### src/rtl/assert_macros.svh
// ----------------------------------------------------------------------------
// assertion macros
// shared concurrent assertion helpers for the scheduler rtl
// ----------------------------------------------------------------------------
`ifndef ASSERT_MACROS_SVH
`define ASSERT_MACROS_SVH

// consequent checked in the same cycle
`define ASSERT_SAME(label, clk, rst_n, ante, cons, msg) \
    label: assert property (@(posedge clk) disable iff (!rst_n) (ante) |-> (cons)) \
        else $error(msg);

// consequent checked in the next cycle
`define ASSERT_NEXT(label, clk, rst_n, ante, cons, msg) \
    label: assert property (@(posedge clk) disable iff (!rst_n) (ante) |=> (cons)) \
        else $error(msg);

`endif

### src/rtl/pors_pkg.sv
// ----------------------------------------------------------------------------
// pors_pkg
// shared types and codes of the preference-oriented rm scheduler
// ----------------------------------------------------------------------------
package pors_pkg;

    // command codes of an input transaction
    typedef enum logic [1:0] {
        CMD_LOAD  = 2'd0,
        CMD_START = 2'd1,
        CMD_TICK  = 2'd2
    } t_cmd;

    // input transaction payload
    typedef struct packed {
        logic [1:0]  cmd;
        logic [3:0]  task_slot;
        logic [15:0] period;
        logic [15:0] exec_time;
        logic        prefers_late;
    } t_in;

    // result transaction payload
    typedef struct packed {
        logic        ran_task;
        logic [3:0]  running_slot;
        logic [15:0] missed_mask;
        logic [31:0] tick_time;
    } t_out;

    // controller states
    typedef enum logic [3:0] {
        ST_IDLE,
        ST_LOAD,
        ST_SO_RD,
        ST_SO_LAT,
        ST_SJ_RD,
        ST_SJ_LAT,
        ST_DIV,
        ST_MUL,
        ST_ACC,
        ST_SWR,
        ST_EMIT_PLAIN,
        ST_T_SCAN,
        ST_T_UPD,
        ST_EMIT_TICK
    } t_state;

    // controller to datapath commands
    typedef struct packed {
        logic cap;
        logic load_we;
        logic latch_i;
        logic live;
        logic latch_j;
        logic div_start;
        logic mul_ld;
        logic acc;
        logic promo_we;
        logic time_clr;
        logic scan_clr;
        logic iss1;
        logic iss2;
        logic emit_plain;
        logic emit_tick;
    } t_dp_cmd;

    // datapath to controller status
    typedef struct packed {
        logic late_i;
        logic qual;
        logic div_done;
        logic pv;
    } t_dp_sts;

endpackage

### src/rtl/pors_ram.sv
// ----------------------------------------------------------------------------
// pors_ram
// generic single write, single read ram with registered read data
// ----------------------------------------------------------------------------
module pors_ram #(
    parameter int WIDTH = 8,
    parameter int DEPTH = 16
) (
    input  logic                     i_clk,
    input  logic                     i_we,
    input  logic [$clog2(DEPTH)-1:0] i_waddr,
    input  logic [WIDTH-1:0]         i_wdata,
    input  logic [$clog2(DEPTH)-1:0] i_raddr,
    output logic [WIDTH-1:0]         o_rdata
);

    logic [WIDTH-1:0] r_mem [DEPTH];
    logic [WIDTH-1:0] r_rdata;

    // write port and registered read port
    always_ff @(posedge i_clk) begin
        if (i_we) begin
            r_mem[i_waddr] <= i_wdata;
        end
        r_rdata <= r_mem[i_raddr];
    end

    assign o_rdata = r_rdata;

endmodule

### src/rtl/pors_div.sv
// ----------------------------------------------------------------------------
// pors_div
// restoring divider, one quotient bit per cycle
// ----------------------------------------------------------------------------
`include "assert_macros.svh"

module pors_div #(
    parameter int W = 16
) (
    input  logic         i_clk,
    input  logic         i_rst_n,
    input  logic         i_start,
    input  logic [W-1:0] i_dividend,
    input  logic [W-1:0] i_divisor,
    output logic         o_done,
    output logic [W-1:0] o_quot,
    output logic         o_rem_nz
);

    localparam int CNTW = $clog2(W + 1);

    logic [W-1:0]    r_quo;
    logic [W-1:0]    r_rem;
    logic [W-1:0]    r_dvs;
    logic [CNTW-1:0] r_cnt;
    logic            r_busy;
    logic            r_done;
    logic [W:0]      sh;
    logic [W:0]      diff;
    logic            ge;

    // one trial subtraction
    assign sh   = {r_rem, r_quo[W-1]};
    assign diff = sh - {1'b0, r_dvs};
    assign ge   = sh >= {1'b0, r_dvs};

    // operand and partial result registers
    always_ff @(posedge i_clk) begin
        if (i_start) begin
            r_quo <= i_dividend;
            r_rem <= '0;
            r_dvs <= i_divisor;
        end else if (r_busy) begin
            r_quo <= {r_quo[W-2:0], ge};
            r_rem <= ge ? diff[W-1:0] : sh[W-1:0];
        end
    end

    // step counter
    always_ff @(posedge i_clk) begin
        if (!i_rst_n) begin
            r_busy <= 1'b0;
            r_done <= 1'b0;
            r_cnt  <= '0;
        end else if (i_start) begin
            r_busy <= 1'b1;
            r_done <= 1'b0;
            r_cnt  <= CNTW'(W);
        end else if (r_busy) begin
            r_cnt <= r_cnt - CNTW'(1);
            if (r_cnt == CNTW'(1)) begin
                r_busy <= 1'b0;
                r_done <= 1'b1;
            end
        end else begin
            r_done <= 1'b0;
        end
    end

    assign o_done   = r_done;
    assign o_quot   = r_quo;
    assign o_rem_nz = r_rem != '0;

    // assertions
    `ASSERT_NEXT(a_div_start_busy, i_clk, i_rst_n, i_start, r_busy, "divider not busy after start")
    `ASSERT_SAME(a_div_done_idle, i_clk, i_rst_n, r_done, !r_busy, "divider done while busy")

endmodule

### src/rtl/pors_ctrl.sv
// ----------------------------------------------------------------------------
// pors_ctrl
// sequencer of the scheduler: load, promotion pass and tick walks
// ----------------------------------------------------------------------------
`include "assert_macros.svh"

module pors_ctrl #(
    parameter int MAX_TASKS = 16
) (
    input  logic                         i_clk,
    input  logic                         i_rst_n,
    input  logic                         start,
    input  logic [1:0]                   i_cmd,
    input  logic                         i_cfg_we,
    input  logic [4:0]                   i_cfg_wdata,
    input  pors_pkg::t_dp_sts            i_sts,
    output pors_pkg::t_dp_cmd            o_cmd,
    output logic [$clog2(MAX_TASKS)-1:0] o_addr,
    output logic                         busy
);

    localparam int AW = $clog2(MAX_TASKS);
    localparam int CW = $clog2(MAX_TASKS + 1);

    pors_pkg::t_state  r_state, n_state;
    logic [CW-1:0]     r_i, n_i;
    logic [CW-1:0]     r_j, n_j;
    logic [4:0]        r_active;
    logic [CW-1:0]     n_live;
    pors_pkg::t_dp_cmd cmd;
    logic [AW-1:0]     addr;

    // active task count, clamped to the table size
    assign n_live = (32'(r_active) > 32'(MAX_TASKS)) ? CW'(MAX_TASKS) : CW'(r_active);

    // configuration register
    always_ff @(posedge i_clk) begin
        if (!i_rst_n) begin
            r_active <= '0;
        end else if (i_cfg_we) begin
            r_active <= i_cfg_wdata;
        end
    end

    // state and counters
    always_ff @(posedge i_clk) begin
        if (!i_rst_n) begin
            r_state <= pors_pkg::ST_IDLE;
            r_i     <= '0;
            r_j     <= '0;
        end else begin
            r_state <= n_state;
            r_i     <= n_i;
            r_j     <= n_j;
        end
    end

    // next state and commands
    always_comb begin
        n_state = r_state;
        n_i     = r_i;
        n_j     = r_j;
        cmd     = '0;
        addr    = r_i[AW-1:0];
        unique case (r_state)
            pors_pkg::ST_IDLE: begin
                if (start) begin
                    cmd.cap = 1'b1;
                    unique case (pors_pkg::t_cmd'(i_cmd))
                        pors_pkg::CMD_LOAD: begin
                            n_state = pors_pkg::ST_LOAD;
                        end
                        pors_pkg::CMD_START: begin
                            cmd.time_clr = 1'b1;
                            n_i          = '0;
                            n_state      = pors_pkg::ST_SO_RD;
                        end
                        pors_pkg::CMD_TICK: begin
                            cmd.scan_clr = 1'b1;
                            n_j          = '0;
                            n_state      = pors_pkg::ST_T_SCAN;
                        end
                        default: begin
                            cmd.emit_plain = 1'b1;
                        end
                    endcase
                end
            end
            pors_pkg::ST_LOAD: begin
                cmd.load_we    = 1'b1;
                cmd.emit_plain = 1'b1;
                n_state        = pors_pkg::ST_IDLE;
            end
            pors_pkg::ST_SO_RD: begin
                n_state = pors_pkg::ST_SO_LAT;
            end
            pors_pkg::ST_SO_LAT: begin
                cmd.latch_i = 1'b1;
                cmd.live    = r_i < n_live;
                if ((r_i < n_live) && i_sts.late_i) begin
                    n_j     = '0;
                    n_state = pors_pkg::ST_SJ_RD;
                end else begin
                    n_state = pors_pkg::ST_SWR;
                end
            end
            pors_pkg::ST_SJ_RD: begin
                addr = r_j[AW-1:0];
                if (r_j >= n_live) begin
                    n_state = pors_pkg::ST_SWR;
                end else begin
                    n_state = pors_pkg::ST_SJ_LAT;
                end
            end
            pors_pkg::ST_SJ_LAT: begin
                cmd.latch_j = 1'b1;
                if (i_sts.qual && (r_j != r_i)) begin
                    cmd.div_start = 1'b1;
                    n_state       = pors_pkg::ST_DIV;
                end else begin
                    n_j     = r_j + CW'(1);
                    n_state = pors_pkg::ST_SJ_RD;
                end
            end
            pors_pkg::ST_DIV: begin
                if (i_sts.div_done) begin
                    n_state = pors_pkg::ST_MUL;
                end
            end
            pors_pkg::ST_MUL: begin
                cmd.mul_ld = 1'b1;
                n_state    = pors_pkg::ST_ACC;
            end
            pors_pkg::ST_ACC: begin
                cmd.acc = 1'b1;
                n_j     = r_j + CW'(1);
                n_state = pors_pkg::ST_SJ_RD;
            end
            pors_pkg::ST_SWR: begin
                cmd.promo_we = 1'b1;
                n_i          = r_i + CW'(1);
                if (r_i == CW'(MAX_TASKS - 1)) begin
                    n_state = pors_pkg::ST_EMIT_PLAIN;
                end else begin
                    n_state = pors_pkg::ST_SO_RD;
                end
            end
            pors_pkg::ST_EMIT_PLAIN: begin
                cmd.emit_plain = 1'b1;
                n_state        = pors_pkg::ST_IDLE;
            end
            pors_pkg::ST_T_SCAN: begin
                addr = r_j[AW-1:0];
                if (r_j < n_live) begin
                    cmd.iss1 = 1'b1;
                    n_j      = r_j + CW'(1);
                end else if (!i_sts.pv) begin
                    n_j     = '0;
                    n_state = pors_pkg::ST_T_UPD;
                end
            end
            pors_pkg::ST_T_UPD: begin
                addr = r_j[AW-1:0];
                if (r_j < n_live) begin
                    cmd.iss2 = 1'b1;
                    n_j      = r_j + CW'(1);
                end else if (!i_sts.pv) begin
                    n_state = pors_pkg::ST_EMIT_TICK;
                end
            end
            pors_pkg::ST_EMIT_TICK: begin
                cmd.emit_tick = 1'b1;
                n_state       = pors_pkg::ST_IDLE;
            end
            default: begin
                n_state = pors_pkg::ST_IDLE;
            end
        endcase
    end

    assign o_cmd  = cmd;
    assign o_addr = addr;
    assign busy   = r_state != pors_pkg::ST_IDLE;

    // assertions
    `ASSERT_NEXT(a_tick_scan, i_clk, i_rst_n, start && !busy && (i_cmd == pors_pkg::CMD_TICK), r_state == pors_pkg::ST_T_SCAN, "tick did not enter scan")
    `ASSERT_NEXT(a_div_wait, i_clk, i_rst_n, cmd.div_start, r_state == pors_pkg::ST_DIV, "divider start without wait")

endmodule

### src/rtl/pors_dp.sv
// ----------------------------------------------------------------------------
// pors_dp
// task tables, promotion arithmetic, tick selection and result register
// ----------------------------------------------------------------------------
`include "assert_macros.svh"

module pors_dp #(
    parameter int MAX_TASKS  = 16,
    parameter int TIME_WIDTH = 16
) (
    input  logic                         i_clk,
    input  logic                         i_rst_n,
    input  pors_pkg::t_in                i_item,
    input  pors_pkg::t_dp_cmd            i_cmd,
    input  logic [$clog2(MAX_TASKS)-1:0] i_addr,
    output pors_pkg::t_dp_sts            o_sts,
    output logic                         o_strobe,
    output pors_pkg::t_out               o_result
);

    localparam int AW = $clog2(MAX_TASKS);
    localparam int TW = TIME_WIDTH;
    localparam int SW = 2 * TW + 1;
    localparam int DW = 3 * TW;

    pors_pkg::t_in  r_item;
    pors_pkg::t_out r_out;
    logic           r_strobe;
    logic [31:0]    r_time;

    // static table: late, exec, period
    logic          st_we;
    logic [AW-1:0] st_waddr;
    logic [SW-1:0] st_wdata;
    logic [SW-1:0] st_rd;
    logic [TW-1:0] st_per;
    logic [TW-1:0] st_ex;
    logic          st_late;
    logic [31:0]   slot_ext;
    logic [31:0]   per_ext;
    logic [31:0]   ex_ext;

    // dynamic table: promotion, remaining, phase
    logic                 dy_we;
    logic [AW-1:0]        dy_waddr;
    logic [DW-1:0]        dy_wdata;
    logic [DW-1:0]        dy_rd;
    logic [DW-1:0]        dy;
    logic [TW-1:0]        dy_promo;
    logic [TW-1:0]        dy_rem;
    logic [TW-1:0]        dy_phase;
    logic [MAX_TASKS-1:0] r_dvalid;
    logic                 r_dvq;

    // promotion arithmetic
    logic [TW-1:0]   r_pi;
    logic [TW-1:0]   r_ei;
    logic [TW-1:0]   r_ej;
    logic [TW-1:0]   r_resp;
    logic            r_skip;
    logic [2*TW-1:0] r_prod;
    logic            div_done;
    logic [TW-1:0]   div_quot;
    logic            div_rem_nz;
    logic [TW-1:0]   ceilq;
    logic [TW-1:0]   term;
    logic [TW:0]     sum;
    logic [TW-1:0]   promo_val;

    // tick walk
    logic          r_pv;
    logic          r_pass2;
    logic [AW-1:0] r_pidx;
    logic          r_found;
    logic [AW-1:0] r_best;
    logic [TW-1:0] r_bestper;
    logic [15:0]   r_missed;
    logic          elig;
    logic          is_best;
    logic [TW-1:0] rem1;
    logic [TW:0]   nxt;
    logic          wrap;
    logic [31:0]   pidx_ext;
    logic [31:0]   best_ext;

    // captured item, held through the transaction
    always_ff @(posedge i_clk) begin
        if (i_cmd.cap) begin
            r_item <= i_item;
        end
    end

    // field widths folded to the time width
    assign slot_ext = {28'b0, r_item.task_slot};
    assign per_ext  = {16'b0, r_item.period};
    assign ex_ext   = {16'b0, r_item.exec_time};
    assign st_we    = i_cmd.load_we && (slot_ext < 32'(MAX_TASKS));
    assign st_waddr = slot_ext[AW-1:0];
    assign st_wdata = {r_item.prefers_late, ex_ext[TW-1:0], per_ext[TW-1:0]};

    pors_ram #(
        .WIDTH(SW),
        .DEPTH(MAX_TASKS)
    ) u_static (
        .i_clk  (i_clk),
        .i_we   (st_we),
        .i_waddr(st_waddr),
        .i_wdata(st_wdata),
        .i_raddr(i_addr),
        .o_rdata(st_rd)
    );

    assign st_per  = st_rd[TW-1:0];
    assign st_ex   = st_rd[2*TW-1:TW];
    assign st_late = st_rd[2*TW];

    pors_ram #(
        .WIDTH(DW),
        .DEPTH(MAX_TASKS)
    ) u_dynamic (
        .i_clk  (i_clk),
        .i_we   (dy_we),
        .i_waddr(dy_waddr),
        .i_wdata(dy_wdata),
        .i_raddr(i_addr),
        .o_rdata(dy_rd)
    );

    // entries never written read as zero
    assign dy       = r_dvq ? dy_rd : '0;
    assign dy_phase = dy[TW-1:0];
    assign dy_rem   = dy[2*TW-1:TW];
    assign dy_promo = dy[3*TW-1:2*TW];

    always_ff @(posedge i_clk) begin
        if (!i_rst_n) begin
            r_dvalid <= '0;
            r_dvq    <= 1'b0;
        end else begin
            r_dvq <= r_dvalid[i_addr];
            if (dy_we) begin
                r_dvalid[dy_waddr] <= 1'b1;
            end
        end
    end

    // divider for ceil(own period / other period)
    pors_div #(
        .W(TW)
    ) u_div (
        .i_clk     (i_clk),
        .i_rst_n   (i_rst_n),
        .i_start   (i_cmd.div_start),
        .i_dividend(r_pi),
        .i_divisor ((st_per == '0) ? TW'(1) : st_per),
        .o_done    (div_done),
        .o_quot    (div_quot),
        .o_rem_nz  (div_rem_nz)
    );

    assign ceilq     = div_quot + TW'(div_rem_nz);
    assign term      = (r_prod > (2*TW)'(r_pi)) ? r_pi : r_prod[TW-1:0];
    assign sum       = {1'b0, r_resp} + {1'b0, term};
    assign promo_val = r_skip ? '0 : (r_pi - r_resp);

    // response time accumulation
    always_ff @(posedge i_clk) begin
        if (i_cmd.latch_i) begin
            r_pi   <= st_per;
            r_ei   <= st_ex;
            r_resp <= (st_ex > st_per) ? st_per : st_ex;
            r_skip <= !(i_cmd.live && st_late);
        end
        if (i_cmd.latch_j) begin
            r_ej <= st_ex;
        end
        if (i_cmd.mul_ld) begin
            r_prod <= (2*TW)'(ceilq) * (2*TW)'(r_ej);
        end
        if (i_cmd.acc) begin
            r_resp <= (sum > {1'b0, r_pi}) ? r_pi : sum[TW-1:0];
        end
    end

    // tick walk pipeline
    always_ff @(posedge i_clk) begin
        if (!i_rst_n) begin
            r_pv    <= 1'b0;
            r_pass2 <= 1'b0;
        end else begin
            r_pv    <= i_cmd.iss1 || i_cmd.iss2;
            r_pass2 <= i_cmd.iss2;
        end
    end

    always_ff @(posedge i_clk) begin
        r_pidx <= i_addr;
    end

    assign elig     = (dy_phase >= dy_promo) && (dy_rem != '0);
    assign is_best  = r_found && (r_pidx == r_best);
    assign rem1     = is_best ? (dy_rem - TW'(1)) : dy_rem;
    assign nxt      = {1'b0, dy_phase} + (TW+1)'(1);
    assign wrap     = (nxt >= {1'b0, st_per}) || (nxt[TW-1:0] == '0);
    assign pidx_ext = {{(32-AW){1'b0}}, r_pidx};
    assign best_ext = {{(32-AW){1'b0}}, r_best};

    // best candidate and missed deadlines
    always_ff @(posedge i_clk) begin
        if (!i_rst_n) begin
            r_found  <= 1'b0;
            r_best   <= '0;
            r_missed <= '0;
        end else if (i_cmd.scan_clr) begin
            r_found  <= 1'b0;
            r_best   <= '0;
            r_missed <= '0;
        end else if (r_pv && !r_pass2) begin
            if (elig && (!r_found || (st_per < r_bestper))) begin
                r_found <= 1'b1;
                r_best  <= r_pidx;
            end
        end else if (r_pv && r_pass2) begin
            if (wrap && (rem1 != '0) && (pidx_ext < 32'd16)) begin
                r_missed <= r_missed | (16'(1) << pidx_ext[3:0]);
            end
        end
    end

    always_ff @(posedge i_clk) begin
        if (r_pv && !r_pass2 && elig && (!r_found || (st_per < r_bestper))) begin
            r_bestper <= st_per;
        end
    end

    // dynamic table write port
    assign dy_we    = i_cmd.promo_we || (r_pv && r_pass2);
    assign dy_waddr = (r_pv && r_pass2) ? r_pidx : i_addr;
    always_comb begin
        if (r_pv && r_pass2) begin
            if (wrap) begin
                dy_wdata = {dy_promo, st_ex, {TW{1'b0}}};
            end else begin
                dy_wdata = {dy_promo, rem1, nxt[TW-1:0]};
            end
        end else begin
            dy_wdata = {promo_val, r_ei, {TW{1'b0}}};
        end
    end

    // tick counter
    always_ff @(posedge i_clk) begin
        if (!i_rst_n) begin
            r_time <= '0;
        end else if (i_cmd.time_clr) begin
            r_time <= '0;
        end else if (i_cmd.emit_tick) begin
            r_time <= r_time + 32'd1;
        end
    end

    // result register
    always_ff @(posedge i_clk) begin
        if (!i_rst_n) begin
            r_strobe <= 1'b0;
        end else begin
            r_strobe <= i_cmd.emit_plain || i_cmd.emit_tick;
        end
    end

    always_ff @(posedge i_clk) begin
        if (i_cmd.emit_tick) begin
            r_out.ran_task     <= r_found;
            r_out.running_slot <= best_ext[3:0];
            r_out.missed_mask  <= r_missed;
            r_out.tick_time    <= r_time;
        end else if (i_cmd.emit_plain) begin
            r_out.ran_task     <= 1'b0;
            r_out.running_slot <= '0;
            r_out.missed_mask  <= '0;
            r_out.tick_time    <= r_time;
        end
    end

    assign o_strobe       = r_strobe;
    assign o_result       = r_out;
    assign o_sts.late_i   = st_late;
    assign o_sts.qual     = st_late && (st_per < r_pi);
    assign o_sts.div_done = div_done;
    assign o_sts.pv       = r_pv;

    // assertions
    `ASSERT_NEXT(a_plain_clean, i_clk, i_rst_n, i_cmd.emit_plain, (r_out.missed_mask == '0) && !r_out.ran_task, "non-tick result carries tick data")
    `ASSERT_SAME(a_one_dy_writer, i_clk, i_rst_n, i_cmd.promo_we, !(r_pv && r_pass2), "two writers on dynamic table")

endmodule

### src/rtl/pref_oriented_rm_scheduler.sv
// ----------------------------------------------------------------------------
// pref_oriented_rm_scheduler
// tick-driven preference-oriented rate-monotonic scheduler
// ----------------------------------------------------------------------------
// usage: a transaction is taken when start is high and busy is low; i_item
// carries a load, start or tick command. every transaction gives exactly one
// result on o_result, shown for one cycle with o_strobe; the receiver cannot
// stall, so it must take each result as it comes.
// i_cfg_we / i_cfg_wdata write the active task count; the user must write it
// only while the block is idle; the block itself does not enforce this.
// work behind each command:
//   load or unused command: no table walk
//   tick: two walks over the n active task entries, one entry per cycle
//     through the single read port of each table ram
//   start: a walk over all MAX_TASKS entries, plus a walk over the n active
//     tasks for each active late task, plus a division in the shared
//     bit-serial divider for every shorter-period late pair
// a new transaction is taken the cycle the result strobe is shown.
// after reset the time, phases, work and promotions read as zero and the
// task count is zero; period and execution entries hold nothing until loaded.
// ----------------------------------------------------------------------------
module pref_oriented_rm_scheduler #(
    parameter int MAX_TASKS  = 16,
    parameter int TIME_WIDTH = 16
) (
    input  logic            i_clk,
    input  logic            i_rst_n,
    input  logic            start,
    input  pors_pkg::t_in   i_item,
    output logic            busy,
    output logic            o_strobe,
    output pors_pkg::t_out  o_result,
    input  logic            i_cfg_we,
    input  logic [4:0]      i_cfg_wdata
);

    pors_pkg::t_dp_cmd            cmd;
    pors_pkg::t_dp_sts            sts;
    logic [$clog2(MAX_TASKS)-1:0] addr;

    // sequencer
    pors_ctrl #(
        .MAX_TASKS(MAX_TASKS)
    ) u_ctrl (
        .i_clk      (i_clk),
        .i_rst_n    (i_rst_n),
        .start      (start),
        .i_cmd      (i_item.cmd),
        .i_cfg_we   (i_cfg_we),
        .i_cfg_wdata(i_cfg_wdata),
        .i_sts      (sts),
        .o_cmd      (cmd),
        .o_addr     (addr),
        .busy       (busy)
    );

    // tables and arithmetic
    pors_dp #(
        .MAX_TASKS (MAX_TASKS),
        .TIME_WIDTH(TIME_WIDTH)
    ) u_dp (
        .i_clk   (i_clk),
        .i_rst_n (i_rst_n),
        .i_item  (i_item),
        .i_cmd   (cmd),
        .i_addr  (addr),
        .o_sts   (sts),
        .o_strobe(o_strobe),
        .o_result(o_result)
    );

endmodule

### config.mk
export PLATFORM = sky130hd
export DESIGN_NAME = pref_oriented_rm_scheduler
export DESIGN_NICKNAME = d
export VERILOG_FILES = /design/src/rtl/pors_pkg.sv /design/src/rtl/pors_ram.sv /design/src/rtl/pors_div.sv /design/src/rtl/pors_ctrl.sv /design/src/rtl/pors_dp.sv /design/src/rtl/pref_oriented_rm_scheduler.sv
export VERILOG_INCLUDE_DIRS = /design/src /design/src/rtl
export SDC_FILE = /design/constraint.sdc
export NUM_CORES = 2
export LEC_CHECK = 0
export BUFFER_PORTS_ARGS = -buffer_cell sky130_fd_sc_hd__buf_4
export CORE_AREA = 5 5 435 351
export CTS_CLUSTER_DIAMETER = 80
export CTS_CLUSTER_SIZE = 28
export DETAILED_ROUTE_END_ITERATION = 12
export DIE_AREA = 0 0 440 356
export PLACE_DENSITY = 0.72
export SLEW_MARGIN = 20
export SYNTH_ARGS = -nofsm -noshare
export SYNTH_HDL_FRONTEND = slang
export SYNTH_SLANG_ARGS = --single-unit
### constraint.sdc
create_clock -name i_clk -period 12.1 [get_ports i_clk]
set_clock_uncertainty 0.2 [all_clocks]
set_input_delay 0.605 -clock i_clk [delete_from_list [all_inputs] [get_ports i_clk]]
set_output_delay 0.605 -clock i_clk [all_outputs]
set_load 0.01 [all_outputs]
# Word-level counts from Yosys, hierarchy flattened
# Memories as Yosys holds them, arrays and structs flattened. A register that Yosys moved wholly into a read port is not among the register bits.
# Index checks and enable logic that the tools add are counted.
[word_totals]
regBits = 354
latchBits = 0
ramBits = 1296
mem_bits_ro = 0
word_cells = 226
mem_count = 2
[op_classes]
addsub = 10
multipliers = 1
div = 0
magnitude_cmp = 17
eq_ne = 32
n_shift = 1
mux = 74
bitwise_logic = 5
n_reduce_logical = 48
[mem_list]
columns = ["memory", "words", "width", "read_ports", "rd_clocked_by_memory_dff", "write_ports", "line", "text"]
rows = [
  ["u_dp.u_dynamic.r_mem", 16, 48, 1, 1, 1, "pors_ram.sv:17", "logic [WIDTH-1:0] r_mem [DEPTH];"],
  ["u_dp.u_static.r_mem", 16, 33, 1, 1, 1, "pors_ram.sv:17", ""],
]
[ops]
columns = ["operator", "n"]
rows = [
  ["two-way mux 16 bit", 10],
  ["two-way mux 53 bit", 2],
  ["two-way mux 48 bit", 2],
  ["two-way mux 5 bit", 12],
  ["nonzero test 16 bit", 3],
  ["two-way mux 4 bit", 11],
  ["one-hot mux 4 bit (11 select lines)", 1],
  [">= comparator 17 x 16 -> 1 bit", 2],
  ["adder 32 x 1 -> 32 bit, second input constant", 1],
  ["> comparator 32 x 16 -> 1 bit", 1],
  ["zero test 16 bit", 2],
  ["less-than comparator 16 bit", 2],
  ["multiplier 16 x 16 -> 32 bit", 1],
  ["two-way mux 32 bit", 1],
  ["OR 16 bit", 2],
  ["subtractor 16 bit", 2],
  ["one-hot mux 5 bit (6 select lines)", 1],
  ["== test 4 bit, second input constant", 6],
  ["two-way mux 1 bit", 24],
  ["less-than comparator 4 x 5 -> 1 bit, second input constant", 4],
  ["adder 16 x 1 -> 17 bit, second input constant", 1],
  ["adder 16 x 16 -> 17 bit", 1],
  ["> comparator 17 x 16 -> 1 bit", 1],
  ["adder 16 x 1 -> 16 bit", 1],
  ["43 further kinds", 94],
]

# Depth between registers and ports, before layout
[depth]
ltp_word = 9
depth_mapped = 30

# By module
# A second synthesis with hierarchy kept.
[unflattened]
cells_unflattened = 5123
hier_area_um2 = 79610.1
[by_module_without_submodules]
columns = ["mod", "instances", "cells_each", "area_per_inst_um2", "seq_area_each_um2"]
rows = [
  ["pors_ram (u_dp.u_dynamic)", 1, 1242, 29691.0, 24023.0],
  ["pors_dp", 1, 2496, 24452.2, 7637.3],
  ["pors_ram (u_dp.u_static)", 1, 864, 20631.0, 16515.8],
  ["pors_div", 1, 307, 3183.1, 1421.4],
  ["pors_ctrl", 1, 214, 1652.8, 380.4],
]

# Worst setup path before layout
# No wires, ideal clock.
[synth_timing]
path_type = "register -> register"
startpoint = "register u_dp.u_div.r_rem[15]"
endpoint = "register u_dp.r_prod[25], data pin"
setup_ns = 0.259
arrival_time_ns = 6.875
t_required_ns = 11.641
setup_slack_ns = 4.766
path_stages_with_launch = 29
n_path_buf = 2
synth_period_minus_slack_ns = 7.334
path_cell_list = "dfxtp_1 nor4_1 nand4_1 ha_1 nand4_1 nor2_1 nand3_1 xnor2_1 clkbuf_1 nand2_1 fa_1 fa_1 inv_1 fa_1 fa_1 fa_1 inv_1 fa_1 inv_1 ha_1 clkbuf_1 a21o_1 a31oi_1 o211ai_1 a31o_2 or3_1 a21o_1 a21oi_1 xnor2_1"
[synth_between]
elab_chain_len = 3
[synth_rtl]
columns = ["element", "line", "text"]
rows = [
  ["start: declaration", "pors_div.sv:23", "logic [W-1:0] r_rem;"],
  ["start signal: assignment", "pors_div.sv:45", "r_rem <= ge ? diff[W-1:0] : sh[W-1:0];"],
  ["nonzero test 16 bit", "pors_div.sv:72", "assign o_rem_nz = r_rem != '0;"],
  ["adder 16 x 1 -> 16 bit", "pors_dp.sv:161", "assign ceilq = div_quot + TW'(div_rem_nz);"],
  ["multiplier 16 x 16 -> 32 bit", "pors_dp.sv:178", "r_prod <= (2*TW)'(ceilq) * (2*TW)'(r_ej);"],
  ["end signal: assignment", "pors_dp.sv:178", ""],
  ["end: declaration", "pors_dp.sv:61", "logic [2*TW-1:0] r_prod;"],
]
# No other way between the ends.
# A chain may end at the register's enable or synchronous reset.

# Worst setup path after layout
[layout_timing]
startpoint = "register u_dp.u_div.r_rem[7]"
endpoint = "register u_dp.r_prod[31], data pin"
# Same word-level chain as after synthesis.

==> impl_results.md <==
- CP max FO: 16
- TritonCTS clock tree: done
- Placer Congestion: 0.961
- Startpoint types: flip-flop
- Logic pwr share: 0.219
- EDFF count, synth: 1,531
- Outcome: completed
- Num ports: 103
- Reg-to-reg startpoint: u_dp.u_div.r_rem[7]
- Worst hold slack: 0.275 ns
- Drt wl/cell: 24.2 um
- Final net count: 6,730
- Int Pwr: 0.00930 W
- Fillers: 11,600
- CTS max path bufs: 3
- Finished Cell Area: 88,200 um2
- Initial DRC Count: 5,692
- Ratio of total power to cell area: 152 nW/um2
- Grt ovf: 0
- I/O Buffers: 102
- Die width: 440 um
- Clock power frac: 0.226
- Crit Path Class: flip-flop to flip-flop
- Pin count of the biggest net entering global routing: 173
- Register area share after synthesis: 0.608
- Total length of routed wires: 200,000 um
- Post-Syn Area: 82,200 um2
- Drc violations: 0
- Clock transition at the registers of the reported paths: 0.10 ns
- RSZ-0062 raised after global routing: no
- CP max stage delay: 0.59 ns
- Worst Path Required: 12.37 ns
- FFs w/ async S/R, synth: 0
- Sw Ratio: 0.305
- Remaining antenna violation count after routing: 0
- Hold buffers post-CTS: 48
- Register area: 50,000 um2
- Num CTS Buffers: 73
- CTS H-tree depth: 3
- Drt first pass iters: 6
- Tot GR Track Use: 0.251
- Fin crit share: 0.680
- Slew Limit Fails: 0
- Syn nets: 6,723
- WP buf/inv: 4
- Crit path from: u_dp.u_div.r_rem[7]
- Fin Setup TNS: 0 ns
- Netlist cell types: 92
- Worst Path Arrival: 8.50 ns
- Core outline area: 148,000 um2
- CP delay by family, top: adder cells
- Sink Count: 1,731
- Setup repair bufs after CTS: 0
- Maxcap violations: 0
- Area Overhead vs Synth: 7.32%
- Rel. slew slack: 0.218
- First-pass GRT wire length: 299,000 um
- # resized after CTS: 0
- Hold path startpoint: u_dp.r_dvalid[10]
- Share of layout cells above drive strength 1: 0.0712
- Cells after Synth: 6,194
- HPWL after DPL: 122,000 um
- Worst Setup End Kind: flip-flop
- Tmin final: 8.23 ns
- Vias in the first global route: 47,700
- Die ar.: 157,000 um2
- Cell mode on critical path: fa_1
- Die Y: 356 um
- # rows: 127
- Final setup fails: 0
- Fin. Hold Viols: 0
- Predominant post-synthesis flop cell: edfxtp_1
- Flops & latches, synth: 1,731
- Vias: 50,300
- Multi-input gate area: 29,700 um2
- Lkg Pwr: 29.7 nW
- Tightest Hold Check Type: flip-flop to flip-flop
- Max IR drop VDD: 0.153 mV
- Worst-Skew Late Latency: 0.75 ns
- Least-Margin Pin Slew: 1.17 ns
- FMAX: 0.121 GHz
- Sequential power share: 0.555
- Effective utilization at floorplan: 0.554
- Yosys warnings: 0
- Antenna violations before repair: 9
- DP Area: 85,400 um2
- Critical-path top delay cell: fa_1
- CTS root buf: clkbuf_16
- Syn avg cell area: 13.3 um2
- Switching pwr: 0.00408 W
- Vias per cell: 6.08
## cell usage after synthesis (10+ instances only)
cell type  number  area share
buf_1          13     0.00059
o31ai_1        24      0.0022
nor3_1         38      0.0023
edfxtp_1     1531        0.56
nand2b_1       33      0.0025
o21a_1         28      0.0026
fa_1          197       0.048
xor2_1         61      0.0065
or2_2          10     0.00076
a311oi_1       88      0.0094
o211ai_1       15      0.0014
buf_2          72      0.0044
clkbuf_1      257       0.012
or3_1          11     0.00084
nand4_1        46      0.0035
nor4_1         36      0.0027
mux2_2         33      0.0045
a211oi_1      434       0.040
o22ai_1        22      0.0017
and3_1         31      0.0024
ha_1          284       0.043
and4_1         11      0.0012
nand2_1       439       0.020
dfxtp_1       200       0.049
nor2b_1       265       0.020
and2_1        161       0.012
mux2i_1       495       0.060
a21o_1         45      0.0041
nand3_1        67      0.0041
nor2_1        213      0.0097
inv_1         351       0.016
o21ai_0        80      0.0049
xnor2_1        76      0.0081
a22o_1         16      0.0017
a21oi_1       342       0.021
a31oi_1        14      0.0011
## final cells by class
type | instances | area share
Sequential cell | 1731 | 0.567
Clock buffer | 124 | 0.0235
Inverter | 354 | 0.0152
Timing Repair Buffer | 284 | 0.0272
Multi-Input combinational cell | 3757 | 0.337
Tap cell | 1999 | 0.0284
Antenna cell | 5 | 0.000142
Clock inverter | 10 | 0.00169
## worst paths after layout
| check | to | depth (start not counted) | slack, ns |
|---|---|---|---|
| worst max register to register | u_dp.r_prod[31] | 27 | 3.87 |
| worst min-delay path | u_dp.r_dvalid[10] | 1 | 0.28 |
| worst max-delay path | u_dp.r_prod[31] | 27 | 3.87 |
| worst min register to register | u_dp.r_dvalid[10] | 1 | 0.28 |
## power groups by stage
stage	clock network, W	registers, W	logic [W]
6_report	0.00302	0.00743	0.00293
5_1_grt	0.00330	0.00745	0.00318
3_5_place_dp	0	0.00754	0.00286
4_1_cts	0.00307	0.00741	0.00289
2_1_floorplan	0	0.00739	0.00193
3_3_place_gp	0	0.00753	0.00282
## kinds of logic (layout without fill, tap and decap cells)
logic type                 Yosys count  count (layout)  synth area share
DFF                               1731            1731             0.608
buffers and inverters              706             772            0.0340
and+or+nand+nor                   1414            1414            0.0881
other                                0               5                 0
AOI/OAI and AO/OA                 1196            1196            0.0987
xor gates and xnor gates           138             138            0.0148
adders and majority gates          481             481            0.0913
muxes                              528             528            0.0648
## metrics by stage
stage,instances,utilization,worst slack (ns),total power (W)
CTS,8257,0.594,3.95,0.0134
floorplan,6194,-,4.77,0.00931
global placement,8071,0.575,4.08,0.0104
finish,8264,0.594,3.87,0.0134
global route,8260,0.594,3.45,0.0139
detailed placement,8075,0.576,3.92,0.0104
## sequential cells by signal, indices dropped and copies added, names as in the netlist, 32 cells and up
register / cells
u_dp.o_result: 53
u_dp.r_prod: 32
u_dp.r_time: 32
u_dp.u_dynamic.o_rdata: 48
u_dp.u_dynamic.r_mem: 768
u_dp.u_static.o_rdata: 33
u_dp.u_static.r_mem: 528
## cell usage in the layout (no fill, tap or decap), types with 88 or more instances in the layout
cell type,synthesis,routed
ha_1,284,284
a311oi_1,88,88
buf_4,5,225
nand2_1,439,437
and2_1,161,161
mux2i_1,495,495
nor2b_1,265,265
edfxtp_1,1531,1531
a21oi_1,342,341
a211oi_1,434,434
nor2_1,213,182
dfxtp_1,200,199
inv_1,351,351
fa_1,197,197
## worst register-to-register path: cells and delay by family (launching register included)
kind                       cells  cell delay, ns
AOI/OAI and AO/OA              7            1.75
adders and majority gates      8            3.76
buffers and inverters          4            0.41
DFF                            1            0.35
xor gates and xnor gates       1            0.13
and+or+nand+nor                7            1.41
## routing by layer
layer | vias up | track usage | wire length (um)
met5 | - | 0 | 62
met4 | 4 | 0.0598 | 4590
met3 | 255 | 0.0464 | 16800
met2 | 1909 | 0.373 | 87600
met1 | 25200 | 0.386 | 90800
li1 | 22900 | - | -
Note: power is estimated with default switching activity, not from simulation.
